===== config.mk =====
export PLATFORM = sky130hd
export DESIGN_NAME = multipart_body_deframer
export DESIGN_NICKNAME = d
export VERILOG_FILES = /design/src/rtl/core/mbd_pkg.sv /design/src/rtl/core/mbd_front.sv /design/src/rtl/core/mbd_cmd_fifo.sv /design/src/rtl/core/mbd_back.sv /design/src/rtl/core/multipart_body_deframer.sv
export VERILOG_INCLUDE_DIRS = /design/src /design/src/rtl/core
export SDC_FILE = /design/constraint.sdc
export NUM_CORES = 1
export LEC_CHECK = 0
export BUFFER_PORTS_ARGS = -buffer_cell sky130_fd_sc_hd__buf_2
export CORE_ASPECT_RATIO = 0.6
export CORE_MARGIN = 4
export CORE_UTILIZATION = 42
export CTS_BUF_LIST = sky130_fd_sc_hd__clkbuf_4 sky130_fd_sc_hd__clkbuf_8
export CTS_CLUSTER_DIAMETER = 100
export DETAILED_ROUTE_END_ITERATION = 8
export PLACE_DENSITY = 0.58
export SLEW_MARGIN = 10
export SYNTH_ARGS = -nofsm -noshare
export SYNTH_HDL_FRONTEND = slang
export SYNTH_SLANG_ARGS = --single-unit

===== constraint.sdc =====
create_clock -name clk -period 3.05 [get_ports clk]
set_input_delay 0.305 -clock clk [delete_from_list [all_inputs] [get_ports clk]]
set_output_delay 0.305 -clock clk [all_outputs]
set_load 0.02 [all_outputs]

===== src/rtl/core/multipart_body_deframer_macros.svh =====
// ---------------------------------------------------------------------------
// multipart_body_deframer assertion macros
// Shorthands for clocked checks with the block's reset.
// ---------------------------------------------------------------------------
`ifndef MULTIPART_BODY_DEFRAMER_MACROS_SVH
`define MULTIPART_BODY_DEFRAMER_MACROS_SVH

`ifndef SYNTHESIS

// Same-cycle implication.
`define MBD_ASSERT_NOW(label, ante, cons) \
	label: assert property (@(posedge clk) disable iff (!arst_n) (ante) |-> (cons)) \
		else $error("multipart_body_deframer check failed");

// Implication into the next cycle.
`define MBD_ASSERT_NEXT(label, ante, cons) \
	label: assert property (@(posedge clk) disable iff (!arst_n) (ante) |=> (cons)) \
		else $error("multipart_body_deframer check failed");

`else

`define MBD_ASSERT_NOW(label, ante, cons)
`define MBD_ASSERT_NEXT(label, ante, cons)

`endif

`endif


===== src/rtl/core/mbd_pkg.sv =====
// ---------------------------------------------------------------------------
// mbd_pkg
// Types and constants shared by the multipart body deframer modules.
// ---------------------------------------------------------------------------
package mbd_pkg;

	localparam int MBD_MAX_BOUNDARY = 32;
	localparam int HOLD_DEPTH       = 4;
	localparam int CMD_DEPTH        = 4;

	localparam int CFG_IDX_W  = 3;
	localparam int CFG_DATA_W = 64;
	localparam int LEN_W      = 6;

	localparam logic [CFG_IDX_W-1:0] CFG_LENGTH = 3'd0;
	localparam logic [CFG_IDX_W-1:0] CFG_WORD0  = 3'd1;

	localparam logic [7:0] CH_CR = 8'h0D;
	localparam logic [7:0] CH_LF = 8'h0A;
	localparam logic [7:0] CH_HY = 8'h2D;

	typedef enum logic [2:0] {
		KIND_HDR      = 3'd0,
		KIND_BODY     = 3'd1,
		KIND_HDR_END  = 3'd2,
		KIND_BODY_END = 3'd3,
		KIND_FIN      = 3'd4
	} kind_t;

	typedef enum logic [4:0] {
		PS_READY, PS_HY1, PS_BND, PS_AFTER_BND, PS_AFTER_CR, PS_CLOSE_HY,
		PS_CLOSE_HY2, PS_CLOSE_CR, PS_PART, PS_HDR, PS_HDR_CR, PS_EMPTY_CR,
		PS_BODY, PS_BODY_CR, PS_BODY_NL, PS_BODY_NL_CR, PS_DONE
	} pstate_t;

	// Configuration write as seen by the parser.
	typedef struct packed {
		logic                  wr;
		logic [CFG_IDX_W-1:0]  index;
		logic [CFG_DATA_W-1:0] data;
	} cfg_wr_t;

	// One command per input byte that yields results. The second result,
	// when present, is always an event and carries a zero byte.
	typedef struct packed {
		logic       two;
		logic [7:0] bval0;
		kind_t      kind0;
		kind_t      kind1;
	} cmd_t;

endpackage


===== src/rtl/core/mbd_front.sv =====
// ---------------------------------------------------------------------------
// mbd_front
// Byte parser: boundary match, header and body tracking, body holdback.
// ---------------------------------------------------------------------------
module mbd_front import mbd_pkg::*; #(
	parameter int MAX_BOUNDARY = MBD_MAX_BOUNDARY
) (
	input  logic       clk,
	input  logic       arst_n,
	input  cfg_wr_t    cfg,
	input  logic       accept,
	input  logic [7:0] in_byte,
	output logic       cmd_push,
	output cmd_t       cmd
);

	localparam int IDX_W = (MAX_BOUNDARY > 1) ? $clog2(MAX_BOUNDARY) : 1;

	logic [7:0]       bnd_q [MAX_BOUNDARY];
	logic [LEN_W-1:0] len_q;

	pstate_t          state_q, state_d;
	logic [IDX_W-1:0] idx_q, idx_d;
	logic [7:0]       hb_q [HOLD_DEPTH];
	logic [2:0]       hb_cnt_q;

	logic [LEN_W-1:0] used_len;
	logic             last_bnd;
	logic             hb_full;
	logic             body_push;
	logic             hb_clear;
	logic             emit;

	// Configuration storage.
	always_ff @(posedge clk or negedge arst_n) begin
		if (!arst_n) begin
			len_q <= LEN_W'(1);
		end else if (cfg.wr && cfg.index == CFG_LENGTH) begin
			len_q <= cfg.data[LEN_W-1:0];
		end
	end

	for (genvar p = 0; p < MAX_BOUNDARY; p++) begin : g_bnd
		localparam int WordIdx = CFG_WORD0 + p / 8;
		localparam int Lane    = p % 8;
		always_ff @(posedge clk or negedge arst_n) begin
			if (!arst_n) begin
				bnd_q[p] <= 8'h00;
			end else if (cfg.wr && cfg.index == CFG_IDX_W'(WordIdx)) begin
				bnd_q[p] <= cfg.data[8*Lane +: 8];
			end
		end
	end

	always_comb begin
		used_len = len_q;
		if (len_q == '0)
			used_len = LEN_W'(1);
		else if (len_q > LEN_W'(MAX_BOUNDARY))
			used_len = LEN_W'(MAX_BOUNDARY);
	end

	assign last_bnd = (7'(idx_q) + 7'd1) >= 7'(used_len);
	assign hb_full  = (hb_cnt_q == 3'(HOLD_DEPTH));

	always_comb begin
		state_d   = state_q;
		idx_d     = idx_q;
		body_push = 1'b0;
		hb_clear  = 1'b0;
		emit      = 1'b0;
		cmd       = '{two: 1'b0, bval0: 8'h00, kind0: KIND_HDR, kind1: KIND_HDR_END};

		unique case (state_q)
			PS_READY: begin
				if (in_byte == CH_HY)
					state_d = PS_HY1;
			end
			PS_HY1: begin
				if (in_byte == CH_HY) begin
					state_d = PS_BND;
					idx_d   = '0;
				end else begin
					state_d = PS_READY;
				end
			end
			PS_BND: begin
				if (in_byte != bnd_q[idx_q]) begin
					state_d = PS_READY;
					idx_d   = '0;
				end else if (last_bnd) begin
					state_d = PS_AFTER_BND;
					idx_d   = '0;
				end else begin
					idx_d = idx_q + 1'b1;
				end
			end
			PS_AFTER_BND: begin
				if (in_byte == CH_CR)
					state_d = PS_AFTER_CR;
				else if (in_byte == CH_HY)
					state_d = PS_CLOSE_HY;
			end
			PS_CLOSE_HY: state_d = (in_byte == CH_HY) ? PS_CLOSE_HY2 : PS_READY;
			PS_CLOSE_HY2: state_d = (in_byte == CH_CR) ? PS_CLOSE_CR : PS_READY;
			PS_CLOSE_CR: begin
				if (in_byte == CH_LF) begin
					state_d   = PS_DONE;
					emit      = 1'b1;
					cmd.kind0 = KIND_FIN;
				end else begin
					state_d = PS_READY;
				end
			end
			PS_AFTER_CR: state_d = (in_byte == CH_LF) ? PS_PART : PS_READY;
			PS_PART: begin
				if (in_byte != CH_CR) begin
					emit      = 1'b1;
					cmd.bval0 = in_byte;
					state_d   = PS_HDR;
				end else begin
					state_d = PS_EMPTY_CR;
				end
			end
			PS_HDR: begin
				emit      = 1'b1;
				cmd.bval0 = in_byte;
				if (in_byte == CH_CR)
					state_d = PS_HDR_CR;
			end
			PS_HDR_CR: begin
				emit      = 1'b1;
				cmd.bval0 = in_byte;
				state_d   = (in_byte == CH_LF) ? PS_PART : PS_HDR;
			end
			PS_EMPTY_CR: begin
				emit     = 1'b1;
				hb_clear = 1'b1;
				state_d  = PS_BODY;
				if (in_byte != CH_LF) begin
					cmd.two   = 1'b1;
					cmd.bval0 = in_byte;
				end else begin
					cmd.kind0 = KIND_HDR_END;
				end
			end
			PS_BODY, PS_BODY_CR, PS_BODY_NL, PS_BODY_NL_CR: begin
				body_push = 1'b1;
				if (hb_full) begin
					emit      = 1'b1;
					cmd.bval0 = hb_q[0];
					cmd.kind0 = KIND_BODY;
				end
				unique case (state_q)
					PS_BODY: begin
						if (in_byte == CH_CR)
							state_d = PS_BODY_CR;
					end
					PS_BODY_CR: begin
						if (in_byte == CH_LF)
							state_d = PS_BODY_NL;
						else if (in_byte != CH_CR)
							state_d = PS_BODY;
					end
					PS_BODY_NL: state_d = (in_byte == CH_CR) ? PS_BODY_NL_CR : PS_BODY;
					default: begin
						if (in_byte != CH_LF) begin
							state_d = PS_BODY;
						end else begin
							hb_clear = 1'b1;
							state_d  = PS_READY;
							emit     = 1'b1;
							if (hb_full) begin
								cmd.two   = 1'b1;
								cmd.kind1 = KIND_BODY_END;
							end else begin
								cmd.bval0 = 8'h00;
								cmd.kind0 = KIND_BODY_END;
							end
						end
					end
				endcase
			end
			PS_DONE: state_d = PS_DONE;
			default: state_d = PS_DONE;
		endcase
	end

	assign cmd_push = accept && emit;

	always_ff @(posedge clk or negedge arst_n) begin
		if (!arst_n) begin
			state_q  <= PS_READY;
			idx_q    <= '0;
			hb_cnt_q <= '0;
		end else if (accept) begin
			state_q <= state_d;
			idx_q   <= idx_d;
			if (hb_clear)
				hb_cnt_q <= '0;
			else if (body_push && !hb_full)
				hb_cnt_q <= hb_cnt_q + 3'd1;
		end
	end

	// Holdback bytes are only read after they were written.
	always_ff @(posedge clk) begin
		if (accept && body_push) begin
			if (hb_full) begin
				for (int i = 0; i < HOLD_DEPTH - 1; i++)
					hb_q[i] <= hb_q[i+1];
				hb_q[HOLD_DEPTH-1] <= in_byte;
			end else begin
				hb_q[hb_cnt_q[1:0]] <= in_byte;
			end
		end
	end

endmodule


===== src/rtl/core/mbd_cmd_fifo.sv =====
// ---------------------------------------------------------------------------
// mbd_cmd_fifo
// Short command queue between the parser and the result stage.
// ---------------------------------------------------------------------------
module mbd_cmd_fifo import mbd_pkg::*; (
	input  logic clk,
	input  logic arst_n,
	input  logic wr_en,
	input  cmd_t wr_data,
	input  logic rd_en,
	output cmd_t rd_data,
	output logic empty,
	output logic full
);

	localparam int PTR_W = $clog2(CMD_DEPTH);

	cmd_t             mem_q [CMD_DEPTH];
	logic [PTR_W-1:0] wr_ptr_q;
	logic [PTR_W-1:0] rd_ptr_q;
	logic [PTR_W:0]   count_q;

	assign empty   = (count_q == '0);
	assign full    = (count_q == (PTR_W+1)'(CMD_DEPTH));
	assign rd_data = mem_q[rd_ptr_q];

	always_ff @(posedge clk) begin
		if (wr_en)
			mem_q[wr_ptr_q] <= wr_data;
	end

	always_ff @(posedge clk or negedge arst_n) begin
		if (!arst_n) begin
			wr_ptr_q <= '0;
			rd_ptr_q <= '0;
			count_q  <= '0;
		end else begin
			if (wr_en)
				wr_ptr_q <= wr_ptr_q + 1'b1;
			if (rd_en)
				rd_ptr_q <= rd_ptr_q + 1'b1;
			if (wr_en && !rd_en)
				count_q <= count_q + 1'b1;
			else if (rd_en && !wr_en)
				count_q <= count_q - 1'b1;
		end
	end

endmodule


===== src/rtl/core/mbd_back.sv =====
// ---------------------------------------------------------------------------
// mbd_back
// Result stage: expands each command into one or two result transactions.
// ---------------------------------------------------------------------------
module mbd_back import mbd_pkg::*; (
	input  logic       clk,
	input  logic       arst_n,
	input  cmd_t       cmd,
	input  logic       cmd_empty,
	output logic       cmd_pop,
	output logic       empty,
	input  logic       pop,
	output logic [7:0] out_byte,
	output logic [2:0] kind,
	output logic       last_of_run
);

	cmd_t cur_q;
	logic valid_q;
	logic phase_q;
	logic done_cur;
	logic take;

	assign empty       = !valid_q;
	assign out_byte    = phase_q ? 8'h00 : cur_q.bval0;
	assign kind        = phase_q ? cur_q.kind1 : cur_q.kind0;
	assign last_of_run = phase_q || !cur_q.two;

	// The current command is finished when its last result is popped.
	assign done_cur = valid_q && pop && last_of_run;
	assign take     = !valid_q || done_cur;
	assign cmd_pop  = take && !cmd_empty;

	always_ff @(posedge clk or negedge arst_n) begin
		if (!arst_n) begin
			valid_q <= 1'b0;
			phase_q <= 1'b0;
		end else if (take) begin
			valid_q <= !cmd_empty;
			phase_q <= 1'b0;
		end else if (pop) begin
			phase_q <= 1'b1;
		end
	end

	always_ff @(posedge clk) begin
		if (cmd_pop)
			cur_q <= cmd;
	end

endmodule


===== src/rtl/core/multipart_body_deframer.sv =====
// ---------------------------------------------------------------------------
// multipart_body_deframer
// Finds boundaries in a multipart byte stream and streams header and body
// bytes with header end, body end and finish events.
// ---------------------------------------------------------------------------
// Channel   Direction  Handshake           Payload
// input     in         push / full         data_byte
// result    out        pop / empty         out_byte, kind, last_of_run
// config    in         cfg_valid/cfg_ready cfg_index, cfg_data
//
// One byte is accepted per cycle while the four-entry command queue has room.
// Results leave at one per cycle while pop is high and commands are waiting,
// through the single result register; a byte that yields two results holds it
// until both are popped. Each result passes the queue, then that register.
// full rises when the command queue holds four commands; bytes with no
// result never enter the queue. Configuration writes are always ready.
// Reset clears parser state, queue and result register; no clearing pass.
// ---------------------------------------------------------------------------
`include "multipart_body_deframer_macros.svh"

module multipart_body_deframer import mbd_pkg::*; #(
	parameter int MAX_BOUNDARY = MBD_MAX_BOUNDARY
) (
	input  logic                  clk,
	input  logic                  arst_n,
	input  logic                  push,
	output logic                  full,
	input  logic [7:0]            data_byte,
	output logic                  empty,
	input  logic                  pop,
	output logic [7:0]            out_byte,
	output logic [2:0]            kind,
	output logic                  last_of_run,
	input  logic                  cfg_valid,
	output logic                  cfg_ready,
	input  logic [CFG_IDX_W-1:0]  cfg_index,
	input  logic [CFG_DATA_W-1:0] cfg_data
);

	cfg_wr_t cfg;
	logic    accept;
	logic    cmd_push;
	cmd_t    cmd_in;
	cmd_t    cmd_out;
	logic    cmd_empty;
	logic    cmd_full;
	logic    cmd_pop;

	assign cfg_ready = 1'b1;
	assign cfg.wr    = cfg_valid && cfg_ready;
	assign cfg.index = cfg_index;
	assign cfg.data  = cfg_data;

	assign full   = cmd_full;
	assign accept = push && !full;

	mbd_front #(
		.MAX_BOUNDARY(MAX_BOUNDARY)
	) u_front (
		.clk     (clk),
		.arst_n  (arst_n),
		.cfg     (cfg),
		.accept  (accept),
		.in_byte (data_byte),
		.cmd_push(cmd_push),
		.cmd     (cmd_in)
	);

	mbd_cmd_fifo u_fifo (
		.clk    (clk),
		.arst_n (arst_n),
		.wr_en  (cmd_push),
		.wr_data(cmd_in),
		.rd_en  (cmd_pop),
		.rd_data(cmd_out),
		.empty  (cmd_empty),
		.full   (cmd_full)
	);

	mbd_back u_back (
		.clk        (clk),
		.arst_n     (arst_n),
		.cmd        (cmd_out),
		.cmd_empty  (cmd_empty),
		.cmd_pop    (cmd_pop),
		.empty      (empty),
		.pop        (pop),
		.out_byte   (out_byte),
		.kind       (kind),
		.last_of_run(last_of_run)
	);

	// A command is never written into a full queue.
	`MBD_ASSERT_NOW(a_no_overflow, cmd_push, !cmd_full)
	// The finish event always stands alone.
	`MBD_ASSERT_NOW(a_fin_last, !empty && kind == KIND_FIN, last_of_run)
	// The first of two results is a data byte, and an end event follows it.
	`MBD_ASSERT_NEXT(a_pair_order, pop && !empty && !last_of_run,
		!empty && last_of_run && (kind == KIND_HDR_END || kind == KIND_BODY_END))

endmodule


After elaboration in Yosys (flattened, before gate mapping) --
Memory sizes are Yosys's and may differ from the RTL's. A register that Yosys moved wholly into a read port is not among the register bits. Cells that the tools add are included.
Cells by class: eq/ne operators 34, order comparisons 3, bitwise gates (word level) 1, mux-type cells 70, reduce and logical (&&, ||, !) cells 39, $add $sub $neg 7
Operators by type and width (number):
- 5-bit two-way mux | 13
- 5-bit one-hot mux with 13 select lines | 1
- 8-bit binary-select mux with 5-bit select | 1
- 5-bit by 4-bit equality test with 1-bit output, second input constant | 8
- 8-bit two-way mux | 5
- 8-bit one-hot mux with 4 select lines | 1
- 15-bit two-way mux | 2
- 3-bit two-way mux | 9
- 11-bit two-way mux | 2
- 5-bit by 3-bit equality test with 1-bit output, second input constant | 4
- 1-bit two-way mux | 20
- 8-bit by 4-bit equality test with 1-bit output, second input constant | 2
- 8-bit by 4-bit != test with 1-bit output, second input constant | 2
- 5-bit one-hot mux with 3 select lines | 1
- 1-bit logical AND | 14
- 6-bit two-way mux | 2
- 5-bit by 2-bit equality test with 1-bit output, second input constant | 2
- 2-bit two-way mux | 5
- 5-bit one-hot mux with 2 select lines | 1
- 3-bit equality test, second input constant | 3
- 9-bit two-way mux | 1
- 3-bit one-hot mux with 3 select lines | 1
- 8-bit by 6-bit equality test with 1-bit output, second input constant | 1
- 4-bit two-way mux | 2
- 32 further kinds | 51
Word-level totals: word-level logic and storage cells 197, output and inout bits 15, register bits after elaboration 284, memories 2, bits in writable memories 92, input bits 80
Memory list:
- u_fifo.mem_q | depth 4, width 15, rd ports 1, clocked after Yosys merged registers in 1, wr ports 1, line mbd_cmd_fifo.sv:18 | cmd_t mem_q [CMD_DEPTH];
- u_front.hb_q | depth 4, width 8, rd ports 4, clocked after Yosys merged registers in 0, wr ports 4, line mbd_front.sv:24 | logic [7:0] hb_q [HOLD_DEPTH];

Longest topological paths before layout --
Gate-level depths: netlist of run 1.
word-level depth 10, mapped depth 15, mapped depth without buffers 14

Cells and area by module --
A second synthesis of run 1 with hierarchy kept.
Second synthesis, totals: cell total of the unflattened synthesis 1186, area, all modules 17930.9 sq um
Modules (own cells, without submodules):
- mbd_front | area an instance 14660.3 sq um, seq. area each 7843.8 sq um, cells each 1031, instances 1
- mbd_cmd_fifo | area an instance 2597.5 sq um, seq. area each 1976.9 sq um, cells each 113, instances 1
- mbd_back | area an instance 648.1 sq um, seq. area each 500.5 sq um, cells each 39, instances 1
- multipart_body_deframer | area an instance 25.0 sq um, seq. area each 0.0 sq um, cells each 3, instances 1

Worst setup path before layout of run 1 --
Ideal clock, no wire load.
kind input -> register, start point input port data_byte[4], end point register u_fifo.count_q[2], stages 15, arrival 3.427 ns, library setup time 0.079 ns, buffers on the path 1, required time 2.971 ns, setup slack -0.456 ns, cell sequence or4b_4 or4_4 buf_6 clkinv_4 nand3_2 or3_4 clkinv_2 nor3_2 nor4_4 ha_1 inv_1 fa_1 xor2_1 nor2_1 xor2_1
Between the ends: word-level cells in the longest chain between the ends 8
Ends and longest elaborated chain:
- from (decl) | line multipart_body_deframer.sv:28 | input logic [7:0] data_byte,
- 8-bit by 4-bit != test with 1-bit output | line mbd_front.sv:167 | if (in_byte != CH_LF) begin
- 1-bit two-way mux | line mbd_front.sv:167
- 1-bit two-way mux | line mbd_front.sv:154 | unique case (state_q)
- 1-bit one-hot mux with 4 select lines * | line mbd_front.sv:74 | unique case (state_q)
- 1-bit logical AND * | line mbd_front.sv:189 | assign cmd_push = accept && emit;
- via cmd_push | line multipart_body_deframer.sv:42 | logic cmd_push;
- 1-bit zero test | line mbd_cmd_fifo.sv:44 | else if (rd_en && !wr_en)
- 1-bit logical AND | line mbd_cmd_fifo.sv:44
- 2-bit nonzero test (no source line)
- to (signal assigned) | line mbd_cmd_fifo.sv:43 | count_q <= count_q + 1'b1;
- to (signal assigned) | line mbd_cmd_fifo.sv:45 | count_q <= count_q - 1'b1;
- to (decl) | line mbd_cmd_fifo.sv:21 | logic [PTR_W:0] count_q;
Mark *: on every way through the listed nets, which the timed path passes. The rest lies on a longest branch. A chain may end at the register's enable or synchronous reset.

Worst setup path after layout of run 1 --
start point register u_front.idx_q[0], end point register u_front.idx_q[1]
Between the ends: word-level cells in the longest chain between the ends 7
Ends and longest elaborated chain:
- from (decl) | line mbd_front.sv:23 | logic [IDX_W-1:0] idx_q, idx_d;
- from (signal assigned) | line mbd_front.sv:198 | idx_q <= idx_d;
- branches (longest 5 deep; another with 7-bit by 6-bit >= comparator with 1-bit output)
- 5-bit two-way mux * | line mbd_front.sv:88 | if (in_byte != bnd_q[idx_q]) begin
- 5-bit one-hot mux with 2 select lines * | line mbd_front.sv:74
Mark *: on every way between the ends. The select of a mux whose other input is x is not followed.

==> impl_metrics.py, run 1 <==
metrics = {
    "global_routing": {
        "grt_pass1_wl_mm": 66.85,
        "grt_max_degree": 98,
        "grt_pass1_vias": 11108,
        "grt_overflow": 0,
        "grt.total_usage_pct": 18.91,
        "antenna_found_initial": 0,
    },
    "timing": {
        "setup_viol": 1,
        "maxSlewHeadroom_pct": 40.57,
        "fin_crit_ns": 3.054,
        "rsz0062_at_grt": "true",
        "finalWorstSetupSlack_ns": -0.003556,
        "slew_viol_final": 0,
        "worst_clock_skew_ns": 0.02349,
        "hold_viol_final": 0,
        "period_share_pct": 100.1,
        "worst_pin_slew_ns": 0.8891,
        "max_freq_ghz": 0.3275,
    },
    "clock_tree": {
        "cts_buffers": 57,
        "cts_tree": "yes",
        "cts.htree.levels": 2,
        "cts.clk_slew.worst_paths_ns": 0.06,
        "cts_sinks": 381,
        "clkLatencyLatePin_ns": 0.61,
        "cts_max_path_buffers": 3,
        "cts_root_buffer": "clkbuf_8",
    },
    "setup_path": {
        "critPathRequiredTime_ns": 3.57,
        "worstPathArrival_ns": 3.57,
        "worstSetupStartpointType": "flop",
        "cp_top_family": "multiplexers",
        "worst_path_max_delay_cell": "mux4_2",
        "worst-setup-path-type": "reg2reg",
        "path_cells": "buf_12 -> mux4_2 -> mux4_2 -> a21oi_4 -> xnor2_2 -> a2111oi_4 -> nand3_2 -> buf_4 -> o31ai_2",
        "cp_num_buf_inv": 2,
        "crit_top_cell": "mux4_2",
        "critPathCaptureType": "flop",
        "cp_slowest_stage_delay_ns": 0.57,
        "rrSetupSlack_ns": -0.004,
        "crit_fanout": 8,
    },
    "floorplan": {
        "core_mm2": 0.04072,
        "die_h_um": 165.8,
        "dieArea_mm2": 0.04494,
        "start_util_pct": 42.81,
        "die_w_um": 271.0,
        "row_count": 57,
        "ios": 95,
    },
    "detailed_routing": {
        "via_count": 10537,
        "viasPerCell": 5.332,
        "wl_met1_mm": 21.97,
        "firstDrtPassIters": 5,
        "wl_met3_mm": 2.211,
        "drtIter0Drc": 565,
        "avgRoutedWirePerCell_um": 21.21,
        "met2_wirelength_mm": 17.21,
        "routed_wl_mm": 41.91,
        "drc": 0,
        "ant_nets": 0,
        "top_layer_used": "met4",
    },
    "place": {
        "port_buffers": 93,
        "dpl.hpwl_mm": 28.60,
        "gp_congestion": 0.8411,
        "placed_area_mm2": 0.01923,
    },
    "yosys": {
        "ys_ff_latch": 381,
        "async_reset_ff_share_pct": 74.54,
        "postSynthCellCount": 1137,
        "yosysWarnings": 0,
        "synth_enable_flop_cells": 97,
        "synth.avg_cell_area_um2": 15.33,
        "ys.flop_type": "dfrtp_1",
        "syn_nets": 1232,
        "syn_area_mm2": 0.01743,
        "synth.distinct_cells": 78,
        "yosysSeqAreaShare_pct": 57.48,
    },
    "outcome": {
        "violations": "setup timing",
        "status": "finished with violations",
    },
    "power_and_ir_drop": {
        "ir_worst_vdd_mv": 0.2903,
        "p_per_area_mw_per_mm2": 621.5,
        "p_leak_nw": 8.258,
    },
    "finish": {
        "insertedDiodeCount": 0,
        "nets": 1467,
        "layout-drive-gt1-share_pct": 46.89,
        "most-common-layout-cells": "mux2_2, dfrtp_1, edfxtp_1",
        "fin_util_pct": 51.93,
        "n_fill_cell": 3456,
        "final_common_cell": "mux2_2",
        "design_area_mm2": 0.02115,
        "syn_to_final_growth_pct": 21.31,
    },
    "run": {
        "max_cap_viol_count": 0,
    },
    "min_path": {
        "hold_path.class": "in2reg",
    },
}
-- power breakdown --
group	internal [W]	total [W]	switching (W)
clock network	0.00236	0.00434	0.00197
registers	0.00606	0.00654	0.000479
logic	0.00126	0.00227	0.00100
-- registers in the layout (all words and copies together), names as in the netlist --
name and count:
u_front.hb_cnt_q 3, u_fifo.wr_ptr_q 2, u_front.idx_q 5, u_back.cur_q 13
u_front.bnd_q 256, u_front.state_q 5, u_front.len_q 6, u_back.valid_q 1
u_fifo.rd_ptr_q 2, u_front.hb_q 32, u_back.phase_q 1, u_fifo.mem_q 52
u_fifo.count_q 3
-- path summary, 6_finish.rpt --
kind / start / to / depth (start not counted)
worst max-delay path: u_front.idx_q[0] / u_front.idx_q[1] / 9
worst min-delay path: cfg_data[3] / u_front.bnd_q[251] / 2
worst max register to register: u_front.idx_q[0] / u_front.idx_q[1] / 9
worst min register to register: u_front.bnd_q[15] / u_front.bnd_q[15] / 1
max in group asynchronous: arst_n / u_front.bnd_q[134] / 3
min in group asynchronous: arst_n / u_front.bnd_q[227] / 2
-- kinds of logic after synthesis --
family	count (synthesis)	synth area share, %
compound gates	88	3.983
buf+inv	84	2.253
simple gates	152	4.837
fa+ha+maj	15	1.120
flops	381	57.48
xor+xnor	17	0.8541
other cells	1	0.02151
mux	399	29.45
-- metrics by stage --
step | hold slack (ns) | total power (W) | setup slack, ns | setup TNS (ns) | std cells
2_1_floorplan | 0.009409 | 0.008030 | -0.4553 | -0.8404 | 1137
3_3_place_gp | 0.2328 | 0.008731 | -0.3891 | -1.118 | 1809
3_5_place_dp | 0.2348 | 0.008819 | -0.4715 | -3.155 | 1809
4_1_cts | 0.004036 | 0.01329 | 0.01182 | 0 | 1975
5_1_grt | 0.02593 | 0.01388 | -0.08514 | -0.2602 | 1976
6_report | 0.05981 | 0.01314 | -0.003556 | -0.003556 | 1976
-- area by class of cell --
class | count | area, µm² | share of cell area, %
Sequential cell | 381 | 10030 | 47.42
Multi-Input combinational cell | 672 | 7129 | 33.71
Timing Repair Buffer | 241 | 2023 | 9.566
Clock buffer | 89 | 1100 | 5.200
Tap cell | 560 | 700.7 | 3.313
Clock inverter | 14 | 90.09 | 0.4260
Inverter | 19 | 77.57 | 0.3668
-- synth_stat cells, drive strengths merged (3+ instances only) --
master     n  area, µm²
nand2b    12      75.07
inv       16      60.05
a211oi     4      35.03
dfrtp    283       7082
nor4       4      55.05
a2111oi    3      45.05
nor2      26      97.59
edfxtp    97       2913
clkbuf    44      165.2
mux2i     48      480.5
xnor2      9      78.83
o21ai     13      65.06
or3        3      23.77
nand4      4      25.02
nand2     36      135.1
xor2       8      70.07
nand3     14      80.08
nor3      13      70.07
mux4      62       1396
and2       8      50.05
a21oi      9      52.55
buf       21      150.1
nor2b     17      106.4
a32o       3      30.03
clkinv     3      17.51
a22oi     12      90.09
and3       3      18.77
ha        14      175.2
mux2     289       3258
a21o       6      45.04
o211ai     3      22.52
a221oi     5      43.79
a22o       6      52.55
-- metal layers --
metal  up-vias  GRT usage [%]
met1      5479          30.60
met2       241          26.10
met3        43          4.058
met4         0          3.928
met5         -              0
li1       4774              -
-- what timing repair did --
action,4_1_cts,5_1_grt
pin swaps,1,7
hold buffers,62,0
buffers inserted,1,1
setup endpoints to repair,7,7
resized for setup,2,15
gates cloned,0,0
endpoints found under the hold margin,306,0
Note: power is estimated with default switching activity, not from simulation.
==> run 2, diff against run 1 <==
CAP_MARGIN = 20   (was not set)
GPL_TIMING_DRIVEN = 0   (was not set)
==> run 2 against run 1 <==
- first-iteration DRC count increased by 67%
- the flow still finishes with violations (setup timing)
- register-to-register slack about the same
- clock-buffer cell count decreased by 4
- highest routed layer unchanged
- fmax decreased by 0.27%
==> impl_metrics.py, run 2 (synthesis gave the netlist of run 1 again) <==
metrics = {
    "setup_path": {
        "endpoint": "u_front.state_q[0]",
        "path_cells": "buf_12 -> buf_16 -> buf_12 -> mux4_2 -> a32oi_2 -> o21a_1 -> nand3_2 -> xor2_2 -> nor4_4 -> buf_4 -> a41o_1 -> a21oi_2",
        "rr_endpoint": "u_front.state_q[0]",
        "worstPathArrival_ns": 3.58,
        "critPathCaptureType": "flop",
        "critPathRequiredTime_ns": 3.57,
        "crit_fanout": 7,
        "crit_start": "u_front.idx_q[0]",
        "reg2reg_from": "u_front.idx_q[0]",
        "crit_top_cell": "buf_12",
        "rrSetupSlack_ns": -0.01,
        "cp_slowest_stage_delay_ns": 0.53,
        "worst-setup-path-type": "reg2reg",
        "worstSetupStartpointType": "flop",
        "worst_path_max_delay_cell": "mux4_2",
        "r2r_cells": 12,
    },
    "detailed_routing": {
        "drc": 0,
        "avgRoutedWirePerCell_um": 24.27,
        "viasPerCell": 5.496,
        "via_count": 10971,
        "routed_wl_mm": 48.45,
        "drtIter0Drc": 944,
        "firstDrtPassIters": 6,
        "ant_nets": 0,
    },
    "outcome": {
        "status": "finished with violations",
        "violations": "setup timing",
    },
    "finish": {
        "insertedDiodeCount": 0,
        "regArea_mm2": 0.01003,
        "finalNonFillerCells": 1996,
        "n_fill_cell": 3401,
        "layout-drive-gt1-share_pct": 46.24,
        "syn_to_final_growth_pct": 22.25,
        "most-common-layout-cells": "mux2_2, dfrtp_1, edfxtp_1",
        "final_common_cell": "mux2_2",
        "multi_input_area_mm2": 0.007213,
        "top_register": "u_front.bnd_q",
        "largest_reg_flops": 256,
        "largest_registers": "u_front.bnd_q (256), u_fifo.mem_q (52), u_front.hb_q (32)",
        "nets": 1489,
    },
    "power_and_ir_drop": {
        "power_frac_comb_pct": 17.5,
        "power_w": 0.01329,
        "p_leak_nw": 8.245,
        "power_frac_seq_pct": 49.2,
        "switching_share_pct": 26.98,
        "ir_worst_vdd_mv": 0.3084,
        "power.internal_w": 0.009702,
        "p_switching_w": 0.003585,
        "p_per_area_mw_per_mm2": 623.5,
        "clkPwrFrac_pct": 33.4,
    },
    "floorplan": {
        "core_mm2": 0.04072,
        "start_util_pct": 42.81,
        "die_w_um": 271.0,
        "die_h_um": 165.8,
        "ios": 95,
        "row_count": 57,
        "dieArea_mm2": 0.04494,
    },
    "global_routing": {
        "grt_max_degree": 97,
        "grt_overflow": 0,
        "grt.total_usage_pct": 21.63,
        "antenna_found_initial": 0,
        "grt_pass1_wl_mm": 73.06,
        "grt_pass1_vias": 11091,
    },
    "timing": {
        "hold_viol_final": 0,
        "setup_viol": 1,
        "finalWorstSetupSlack_ns": -0.01186,
        "rsz0062_at_grt": "true",
        "fin_crit_ns": 3.062,
        "maxSlewHeadroom_pct": 25.87,
        "slew_viol_final": 0,
        "worst_pin_slew_ns": 1.112,
        "worst_clock_skew_ns": 0.02857,
        "max_freq_ghz": 0.3266,
        "period_share_pct": 100.4,
    },
    "clock_tree": {
        "clkLatencyLatePin_ns": 0.63,
        "cts_tree": "yes",
        "cts.htree.levels": 2,
        "cts_root_buffer": "clkbuf_8",
        "cts_sinks": 381,
        "cts_buffers": 57,
        "cts.clk_slew.worst_paths_ns": 0.08,
        "cts_max_path_buffers": 3,
    },
    "min_path": {
        "hold_path.class": "in2reg",
        "holdCritStartpoint": "cfg_data[0]",
    },
    "place": {
        "port_buffers": 93,
        "place_inst": 1799,
        "gp_congestion": 0.8590,
        "dpl.hpwl_mm": 33.28,
    },
    "run": {
        "max_cap_viol_count": 0,
    },
}
run 2: changes by cell type in the layout (fill, tap and decap cells not counted), moves of 9 or more:
cell           delta
buf_4            -31
buf_12           -11
dlygate4sd3_1     +9
clkbuf_1         +35
run 2: worst min path at each step:
stage | slack (ns) | endpoint | cells past startpoint
global placement | 0.48 | u_fifo.count_q[2] | 1
floorplan | 0.009 | u_back.phase_q | 0
finish | 0.05 | u_front.bnd_q[56] | 2
detailed placement | 0.12 | u_back.phase_q | 1
CTS | 0.01 | u_front.hb_q[3][0] | 1
global route | 0.02 | u_front.bnd_q[248] | 2
run 2: final cells by class:
class	instances	area share [%]
flip-flops and latches	381	47.05
multi-input cells	672	33.84
repair buffers	204	7.737
clock buffers	85	4.961
well taps	560	3.288
plain buffers	59	2.102
clock inverters	16	0.6399
inverters	19	0.3816
run 2: layer usage:
layer,track usage [%],vias up,routed length (µm)
met5,0,-,0
met4,4.269,0,635
met3,5.560,61,3334
li1,-,4816,-
met1,34.97,5766,24740
met2,29.25,328,19740
run 2: power groups by stage:
| stage | Sequential [W] | Clock [W] | Combinational, W |
|---|---|---|---|
| CTS | 0.00651 | 0.00453 | 0.00230 |
| detailed placement | 0.00660 | 0 | 0.00221 |
| global placement | 0.00657 | 0 | 0.00214 |
| global route | 0.00662 | 0.00477 | 0.00255 |
| floorplan | 0.00643 | 0 | 0.00160 |
| finish | 0.00653 | 0.00443 | 0.00232 |
run 2: timing repair:
action | CTS | global route
cloned | 1 | 0
endpoints found under the hold margin | 356 | 1
hold buffers | 70 | 1
pin swaps | 10 | 18
endpoints found under the setup margin | 77 | 17
setup buffers | 13 | 15
gates resized for setup | 58 | 44
run 2: stage by stage:
step | util, % | setup TNS, ns | setup slack, ns | cell area, µm² | hold slack (ns)
finish | 52.34 | -0.01186 | -0.01186 | 21310 | 0.04900
global placement | 45.69 | -1184.89 | -3.936 | 18610 | 0.4822
CTS | 51.55 | -0.06789 | -0.05184 | 20990 | 0.01380
global route | 52.34 | -0.4348 | -0.1109 | 21310 | 0.01877
floorplan | - | -0.8404 | -0.4553 | 17440 | 0.009409
detailed placement | 46.11 | -37.97 | -1.012 | 18780 | 0.1230
run 2: worst max-delay path: cells and delay by family (launching register included):
kind | cells | cell delay, ns
buffers and inverters | 4 | 0.63
DFF | 1 | 0.42
AOI/OAI and AO/OA | 4 | 0.63
xor gates and xnor gates | 1 | 0.22
and+or+nand+nor | 2 | 0.50
muxes | 1 | 0.53
==> run 3, diff against run 2 <==
CTS_CLUSTER_SIZE = 14   (was not set)
SETUP_SLACK_MARGIN = 0.1   (was not set)
==> run 3 against run 2 <==
- the flow still finishes with violations (setup timing)
- hold slack improved by 0.0013 ns
- die area stayed put
- setup slack worse by 0.031 ns
- total power fell by 12%
- critical path depth stayed put
- via count is 1.6% lower
- first-iteration DRC count fell by 0.64%
- cell area decreased by 2.6%
- sequential power barely moved
- highest routed layer unchanged
==> impl_metrics.py, run 3 (synthesis gave the netlist of run 1 again) <==
metrics = {
    "outcome": {
        "status": "finished with violations",
        "violations": "setup timing",
    },
    "global_routing": {
        "grt_pass1_vias": 10819,
        "grt_overflow": 0,
        "antenna_found_initial": 0,
        "grt_max_degree": 97,
        "grt.total_usage_pct": 21.34,
        "grt_pass1_wl_mm": 72.35,
    },
    "place": {
        "placed_area_mm2": 0.01878,
        "pre_cts_slack_ns": -1.012,
        "gp_congestion": 0.8590,
        "dpl.hpwl_mm": 33.28,
        "port_buffers": 93,
    },
    "setup_path": {
        "worstPathArrival_ns": 3.62,
        "critPathCaptureType": "flop",
        "cp_top_family": "compound AO/OA/AOI/OAI gates",
        "cp_slowest_stage_delay_ns": 0.46,
        "critPathRequiredTime_ns": 3.58,
        "reg2reg_from": "u_front.idx_q[0]",
        "rr_endpoint": "u_front.state_q[0]",
        "worst-setup-path-type": "reg2reg",
        "crit_fanout": 8,
        "rrSetupSlack_ns": -0.04,
        "r2r_cells": 12,
        "worst_path_max_delay_cell": "dfrtp_2",
        "path_cells": "buf_12 -> bufbuf_16 -> and2_1 -> clkbuf_2 -> a22oi_1 -> a32oi_2 -> o211ai_1 -> nand4_1 -> a2111oi_4 -> buf_4 -> a41o_1 -> a21oi_2",
        "cp_num_buf_inv": 4,
        "worstSetupStartpointType": "flop",
    },
    "timing": {
        "setup_viol": 3,
        "slew_viol_final": 0,
        "max_freq_ghz": 0.3233,
        "maxSlewHeadroom_pct": 21.49,
        "hold_viol_final": 0,
        "fin_setup_tns_ns": -0.09009,
        "worst_pin_slew_ns": 1.178,
        "rsz0062_at_grt": "true",
        "period_share_pct": 101.4,
        "finalWorstSetupSlack_ns": -0.04277,
        "fin_crit_ns": 3.093,
        "worst_clock_skew_ns": 0.02507,
    },
    "detailed_routing": {
        "firstDrtPassIters": 5,
        "ant_nets": 0,
        "viasPerCell": 5.545,
        "via_count": 10796,
        "drtIter0Drc": 938,
        "avgRoutedWirePerCell_um": 24.74,
        "routed_wl_mm": 48.18,
        "drc": 0,
    },
    "finish": {
        "design_area_mm2": 0.02077,
        "top_register": "u_front.bnd_q",
        "largest_reg_flops": 256,
        "n_fill_cell": 3422,
        "insertedDiodeCount": 0,
        "nets": 1466,
        "regArea_mm2": 0.01003,
        "syn_to_final_growth_pct": 19.12,
        "layout-drive-gt1-share_pct": 44.63,
        "largest_registers": "u_front.bnd_q (256), u_fifo.mem_q (52), u_front.hb_q (32)",
        "multi_input_area_mm2": 0.007252,
        "most-common-layout-cells": "mux2_2, dfrtp_1, edfxtp_1",
        "final_common_cell": "mux2_2",
    },
    "clock_tree": {
        "cts_root_buffer": "clkbuf_8",
        "cts_max_path_buffers": 3,
        "cts_sinks": 381,
        "cts.clk_slew.worst_paths_ns": 0.10,
        "clkLatencyLatePin_ns": 0.64,
        "cts_tree": "yes",
        "cts_buffers": 31,
        "cts.htree.levels": 1,
    },
    "floorplan": {
        "die_w_um": 271.0,
        "core_mm2": 0.04072,
        "ios": 95,
        "start_util_pct": 42.81,
        "dieArea_mm2": 0.04494,
        "row_count": 57,
        "die_h_um": 165.8,
    },
    "power_and_ir_drop": {
        "clkPwrFrac_pct": 24.3,
        "power_frac_seq_pct": 55.5,
        "power_w": 0.01173,
        "p_leak_nw": 7.941,
        "ir_worst_vdd_mv": 0.2989,
        "p_per_area_mw_per_mm2": 564.7,
        "power_frac_comb_pct": 20.2,
        "switching_share_pct": 27.68,
        "p_switching_w": 0.003247,
        "power.internal_w": 0.008481,
    },
    "run": {
        "max_cap_viol_count": 0,
    },
    "min_path": {
        "holdPathEnd": "u_front.hb_q[3][0]",
        "hold_path.class": "in2reg",
        "holdCritStartpoint": "data_byte[0]",
        "holdPathStages": 1,
    },
}
run 3: cell type report:
cell class                 count  area share, %
clock buffer                  48          2.669
buffer                        62          2.199
inverter                      19         0.4097
tap                          560          3.374
timing repair buffer         204          8.073
sequential                   381          48.28
multi-input combinational    672          34.92
clock inverter                 1        0.07832
run 3: repair_timing:
item                                    in CTS  in global routing
cloned                                       2                  0
hold buffers                                72                  0
gates resized for setup                     81                 23
pin swaps                                   16                 13
setup buffers                               19                  8
endpoints found under the setup margin      90                 36
hold endpoints to repair                   365                  0
run 3: worst reg2reg max path, delay by kind of cell (launching register included):
kind            cells  cell delay [ns]
flops               1             0.46
simple gates        2             0.31
buf+inv             4             0.87
compound gates      6             1.35
run 3: power by group through the flow:
stage | clock (W) | combinational [W] | sequential, W
floorplan | 0 | 0.00160 | 0.00643
global placement | 0 | 0.00214 | 0.00657
detailed placement | 0 | 0.00221 | 0.00660
CTS | 0.00294 | 0.00234 | 0.00649
global route | 0.00313 | 0.00259 | 0.00661
finish | 0.00285 | 0.00237 | 0.00650
run 3: worst max-delay path by stage:
stage	endpoint	start	slack, ns	cells after the start
2_1_floorplan	u_fifo.count_q[2]	data_byte[4]	-0.46	15
3_3_place_gp	u_front.bnd_q[204]	arst_n	-3.94	1
3_5_place_dp	u_fifo.count_q[2]	data_byte[4]	-1.01	16
4_1_cts	u_front.idx_q[2]	u_front.idx_q[0]	-0.03	11
5_1_grt	u_front.state_q[0]	u_front.idx_q[0]	-0.12	12
6_report	u_front.state_q[0]	u_front.idx_q[0]	-0.04	12
run 3: stage by stage:
stage	std cells	utilization [%]	hold slack, ns
6_report	1947	51.00	0.05028
3_3_place_gp	1790	45.69	0.4822
5_1_grt	1947	51.00	0.001769
2_1_floorplan	1137	-	0.009409
3_5_place_dp	1799	46.11	0.1230
4_1_cts	1939	50.59	0.003934
run 3: layer usage:
metal,GRT usage (%),vias up,share of wire (%)
li1,-,4740,-
met1,35.32,5661,51
met2,29.09,349,40
met3,4.722,46,7.3
met4,3.020,0,1.3
met5,0,-,0
